`config.mk`:
```
export PLATFORM = sky130hd
export DESIGN_NAME = tgr_ctrl
export DESIGN_NICKNAME = d
export VERILOG_FILES = /design/src/tgr_pkg.sv /design/src/tgr_ctrl.sv
export SDC_FILE = /design/constraint.sdc
export NUM_CORES = 1
export LEC_CHECK = 0
export BUFFER_PORTS_ARGS = -buffer_cell sky130_fd_sc_hd__clkbuf_2
export CORE_AREA = 5 5 42 44
export DETAILED_ROUTE_END_ITERATION = 8
export DIE_AREA = 0 0 47 49
export GPL_TIMING_DRIVEN = 0
export PLACE_DENSITY_LB_ADDON = 0.25
export SETUP_SLACK_MARGIN = 0.15
export SYNTH_ARGS = -nofsm -noshare
export SYNTH_HDL_FRONTEND = slang
export SYNTH_SLANG_ARGS = --single-unit
```
`constraint.sdc`:
```
create_clock -name clk_i -period 1 [get_ports clk_i]
set_input_delay 0.1 -clock clk_i [delete_from_list [all_inputs] [get_ports clk_i]]
set_output_delay 0.1 -clock clk_i [all_outputs]
set_load 0.02 [all_outputs]
```
`src/tgr_pkg.sv`:
```
package tgr_pkg;

  // font and store geometry
  localparam int GLYPH_COUNT  = 256;
  localparam int MAX_SCALE    = 15;
  localparam int GLYPH_COLS   = 5;
  localparam int STORE_SIZE   = GLYPH_COUNT * GLYPH_COLS;
  localparam int GLYPH_ADDR_W = 11;
  localparam int COORD_W      = 18;

  // last column index of the 6x8 grid (blank column) and last row
  localparam logic [2:0] LAST_COL = 3'd5;
  localparam logic [2:0] LAST_ROW = 3'd7;

  // special characters
  localparam logic [7:0] CHAR_NEWLINE = 8'd10;
  localparam logic [7:0] CHAR_CR      = 8'd13;

  // register reset values
  localparam logic [11:0] WIDTH_RST    = 12'd240;
  localparam logic [11:0] HEIGHT_RST   = 12'd320;
  localparam logic [15:0] TEXT_COL_RST = 16'hFFFF;
  localparam logic [15:0] BG_COL_RST   = 16'hFFFF;
  localparam logic [3:0]  SIZE_RST     = 4'd1;
  localparam logic        WRAP_RST     = 1'b1;

  typedef enum logic [1:0] {
    REQ_CHAR   = 2'd0,
    REQ_LOAD   = 2'd1,
    REQ_CURSOR = 2'd2
  } req_e;

  typedef enum logic [2:0] {
    REG_SCREEN_WIDTH  = 3'd0,
    REG_SCREEN_HEIGHT = 3'd1,
    REG_TEXT_COLOR    = 3'd2,
    REG_TEXT_BG_COLOR = 3'd3,
    REG_TEXT_SIZE     = 3'd4,
    REG_WRAP_ENABLE   = 3'd5
  } cfg_reg_e;

  typedef enum logic [2:0] {
    ST_IDLE,
    ST_PREP,
    ST_CELL,
    ST_FETCH,
    ST_FLUSH
  } state_e;

  // controller to datapath
  typedef struct packed {
    logic ready;
    logic accept;
    logic do_prep;
    logic do_cell;
    logic do_flush;
  } tgr_cmd_t;

  // datapath to controller
  typedef struct packed {
    logic req_valid;
    logic draw_req;
    logic cell_blocked;
    logic flush_blocked;
    logic last_row;
    logic last_col;
    logic pend_valid;
  } tgr_sts_t;

  // scale factor with saturation
  function automatic logic [3:0] eff_size(logic [3:0] sz);
    logic [3:0] r;
    r = sz;
    if (int'(sz) > MAX_SCALE) begin
      r = 4'(MAX_SCALE);
    end
    return r;
  endfunction

endpackage

```
`src/tgr_ctrl.sv`:
```
module tgr_ctrl import tgr_pkg::*; (
  input  logic     clk_i,
  input  logic     rst_ni,
  input  tgr_sts_t sts_i,
  output tgr_cmd_t cmd_o
);

  state_e state_q, state_d;

  // state register
  always_ff @(posedge clk_i or negedge rst_ni) begin
    if (!rst_ni) begin
      state_q <= ST_IDLE;
    end else begin
      state_q <= state_d;
    end
  end

  // next state and commands
  always_comb begin
    state_d = state_q;
    cmd_o   = '0;
    case (state_q)
      ST_IDLE: begin
        cmd_o.ready = 1'b1;
        if (sts_i.req_valid) begin
          cmd_o.accept = 1'b1;
          if (sts_i.draw_req) begin
            state_d = ST_PREP;
          end
        end
      end
      ST_PREP: begin
        cmd_o.do_prep = 1'b1;
        state_d       = ST_CELL;
      end
      ST_CELL: begin
        if (!sts_i.cell_blocked) begin
          cmd_o.do_cell = 1'b1;
          if (sts_i.last_row) begin
            state_d = sts_i.last_col ? ST_FLUSH : ST_FETCH;
          end
        end
      end
      // glyph store read of the next column is in flight
      ST_FETCH: begin
        state_d = ST_CELL;
      end
      ST_FLUSH: begin
        if (!sts_i.flush_blocked) begin
          cmd_o.do_flush = 1'b1;
          state_d        = ST_IDLE;
        end
      end
      default: begin
        state_d = ST_IDLE;
      end
    endcase
  end

endmodule

```
==> Yosys cells after proc, flatten, opt, wreduce, memory -nomap -nowiden <==
Index checks and enable logic that the tools add are counted.
{ "word_totals": {"regBits": 3, "inputBits": 9, "output_inout_bits": 5, "wordCells": 27} }
{ "classes": {"n_eq_ne": 9, "mux": 14, "n_reduce_logical": 3} }
{ "ops": {"columns": ["op", "n"], "rows": [
  ["2-to-1 mux 3 bit", 6],
  ["case mux 3 bit (4 select lines)", 1],
  ["inequality test 2 bit (second input constant)", 5],
  ["equality test 3 x 2 -> 1 bit (second input constant)", 2],
  ["2-to-1 mux 1 bit", 6],
  ["AND reduction 5 bit", 1],
  ["equality test 3 x 1 -> 1 bit (second input constant)", 1],
  ["equality test 3 bit (second input constant)", 1],
  ["zero test 3 bit", 1],
  ["2-to-1 mux 2 bit", 1],
  ["OR reduction 2 bit", 1]
]} }

==> Logic depth before layout (Yosys ltp) <==
{ "depth": {"ltp_word": 4, "mapped_depth": 2, "ltp_nobuf": 2} }

==> Least setup slack after synthesis <==
OpenSTA, ideal clock, no wires.
{ "synth_timing": {"path_type": "register -> output", "startpoint": "register state_q[1]", "endpoint": "output cmd_o[0] (netlist bit)", "arrival_time_ps": 1221, "t_required_ps": 900, "setup_slack_ps": -321, "path_stages_with_launch": 2, "n_path_buf": 0, "path_cell_list": "dfrtp_1 > nor4b_1"} }
{ "synth_lines": {"columns": ["item", "line_no", "rtl"], "rows": [
  ["start, declared", "tgr_ctrl.sv:8", "state_e state_q, state_d;"],
  ["start signal, assigned", "tgr_ctrl.sv:15", "state_q <= state_d;"],
  ["end, declared", "tgr_ctrl.sv:5", "output tgr_cmd_t cmd_o"]
]} }

==> results.toml <==
[floorplanning]
fp.dieW_um = 47
io_pins = 14
row_count = 14
die_area_um2 = 2303
die_h_um = 49
start_util = 0.1339
fp.coreArea_um2 = 1401

[critical_path]
critical_path_buf_inv_count = 1
crit_start = "state_q[0]"
crit_slowest_cell = "sky130_fd_sc_hd__dfrtp_2"
critical_path_arrival_ns = 1.14
setup.worst_path.start_class = "flop"
worst-setup-path-type = "flop to output port"
regToRegStartpoint = "state_q[1]"
largest_stage_delay_worst_path_ns = 0.46
cell_class_contributing_the_biggest_share_of_worst_path_delay = "flip-flops"
reg2reg_setup_slack_ns = -0.08
timing.critical_path.cells = "nor3_4 -> and2_4 -> buf_8"
critPathMaxFanout = 6
critPathCapture = "cmd_o[3]"
timing.rr.end = "state_q[2]"
timing.reg2reg.worst_path_depth = 3
cp.depth = 3
cp-end-kind = "output port"
crit_required_ns = 0.90

[route]
route.detailed.drc = 0
drtAntennaViolNets = 0
vias = 214
detail_route.wirelength_um = 583
drt_first_iter_violations = 0
route.detailed.wl_per_inst_um = 11.00
drt_pass1_iterations = 1
via_density_per_instance = 4.038

[outcome]
outcome = "finished with violations"
failed_checks = "setup timing"

[yosys]
synth_cell_type_count = 13
mappedNetlistArea_um2 = 187.7
count_of_yosys_warnings_during_synthesis = 0
synth.net_count = 27
instance_count_of_the_mapped_netlist = 18
yosys_register_bits = 3
postSynthAreaPerCell_um2 = 10.43
seq_area_frac_synth = 0.4000

[cells_and_area]
most-common-layout-cells = "sky130_fd_sc_hd__clkbuf_2 (7), sky130_fd_sc_hd__buf_4 (5), sky130_fd_sc_hd__clkbuf_4 (4)"
max_flop_register = "state_q"
layout-area-overhead-vs-synth_pct = 94.00
instances_no_fill = 53
drive_above_1_share = 0.6486
largest_registers = "state_q: 3 flops"
number_of_flip_flops_under_the_largest_register_name = 3
layout.cells.most_common = "sky130_fd_sc_hd__clkbuf_2"
nets = 47
n_antenna_cell = 0

[sta]
clock_skew_ns = 0.004955
worst_slew_margin_rel = 0.8171
worstMarginPinSlew_ns = 0.2707
max_freq_mhz = 804.4
setup_slack_ns = -0.2432
count_of_endpoints_failing_hold_in_the_final_timing_report = 0
number_of_setup_violations_in_the_final_report = 6
timing.final.max_slew_violations = 0
rsz0062_at_grt = "true"
final_min_period_over_clock_period = 1.243
min_period_ns = 1.243
final.hold.worst_slack_ns = 0.1295

[clocking]
clock-sinks = 3
root_buffer_cell = "sky130_fd_sc_hd__clkbuf_4"
worst_skew_pair.late_latency_ns = 0.24
tritoncts = "done"
path_clk_slew_ns = 0.04
cts_htree_levels = 1
cts_buffers = 3
cts.path.max_buffers = 2

[flow_run]
maxCapViolCount = 0

[placement]
placed_cells = 46
gpl.final_weighted_congestion = 0.7009
place_hpwl_um = 427.3
io_buffer_count = 12

[hold_path]
class_of_the_tightest_hold_or_removal_check = "primary input to flop"

[pwr]
vdd_ir_drop_max_mv = 0.5177
total_leakage_power_nw = 0.1629
cellPowerDensity_nw_per_um2 = 2481

[global_routing]
grt_util_all_layers = 0.06629
grt_first_pass_wirelength_um = 993
first_global_vias = 247
largest_net_degree_at_the_start_of_global_routing = 8
antenna_found_initial = 0
global_route.overflow_total = 0
## Yosys cell counts, drive strengths merged
cell type	n	area, µm²
nor3	1	10.01
nand3b	1	7.510
dfrtp	3	75.07
o21ai	1	5.000
nor4b	2	17.52
and2	1	6.260
nand2b	2	12.51
a21boi	1	7.510
nand4bb	1	11.26
and3b	1	8.760
a31o	1	8.760
nor4bb	1	10.01
nor2	2	7.510
## tightest hold or removal path: stages
cell and delay, ns:
sky130_fd_sc_hd__clkbuf_2 0.08, sky130_fd_sc_hd__nand3b_1 0.08, sky130_fd_sc_hd__a21boi_1 0.06
## worst min path at each step
stage	start	end	slack (ns)	depth (start not counted)
floorplan	rst_ni	state_q[0]	-0.20	0
global placement	rst_ni	state_q[2]	-0.10	1
detailed placement	rst_ni	state_q[2]	-0.10	1
CTS	sts_i[5]	state_q[0]	0.13	3
global route	sts_i[5]	state_q[0]	0.16	3
finish	sts_i[5]	state_q[0]	0.13	3
## what timing repair did
action	in CTS	in global routing
hold buffers	1	0
buffers inserted	2	0
pin swaps	4	2
endpoints found under the hold margin	3	0
cloned	0	0
setup endpoints to repair	8	8
resized for setup	7	4
## layer usage
metal	wire [µm]	track usage
met5	0	0
met3	8	0.02214
met2	370	0.1041
met1	205	0.05298
met4	0	0.08295
## per-stage QoR
step	cell area, µm²	utilization	total power [W]	TNS, ns	setup slack (ns)
after floorplan	211.5	-	0.0004655	-0.2108	-0.08450
after global placement	291.5	0.2080	0.0005668	-0.1294	-0.06211
after detailed placement	291.5	0.2080	0.0005739	-0.1608	-0.07211
after CTS	362.8	0.2589	0.0009049	-1.293	-0.2740
after global routing	364.1	0.2598	0.0009623	-1.394	-0.2798
final	364.1	0.2598	0.0009035	-1.139	-0.2432
## where the power goes
group | internal (W) | switching, W
clock network | 0.000150 | 0.0000687
registers | 0.000165 | 0.0000791
logic | 0.000255 | 0.000186
## kinds of logic after synthesis
group / count (synthesis) / synth area share
AO/OA/AOI/OAI: 3 / 0.1133
flip-flops: 3 / 0.4000
AND/OR/NAND/NOR: 12 / 0.4867
## area by class of cell
class	instances	area [µm²]
fillers	171	1037
well taps	16	20.02
clock buffers	4	26.28
flip-flops and latches	3	78.83
repair buffers	15	105.1
multi-input cells	15	133.9
Power figures use the tool's default switching activity.
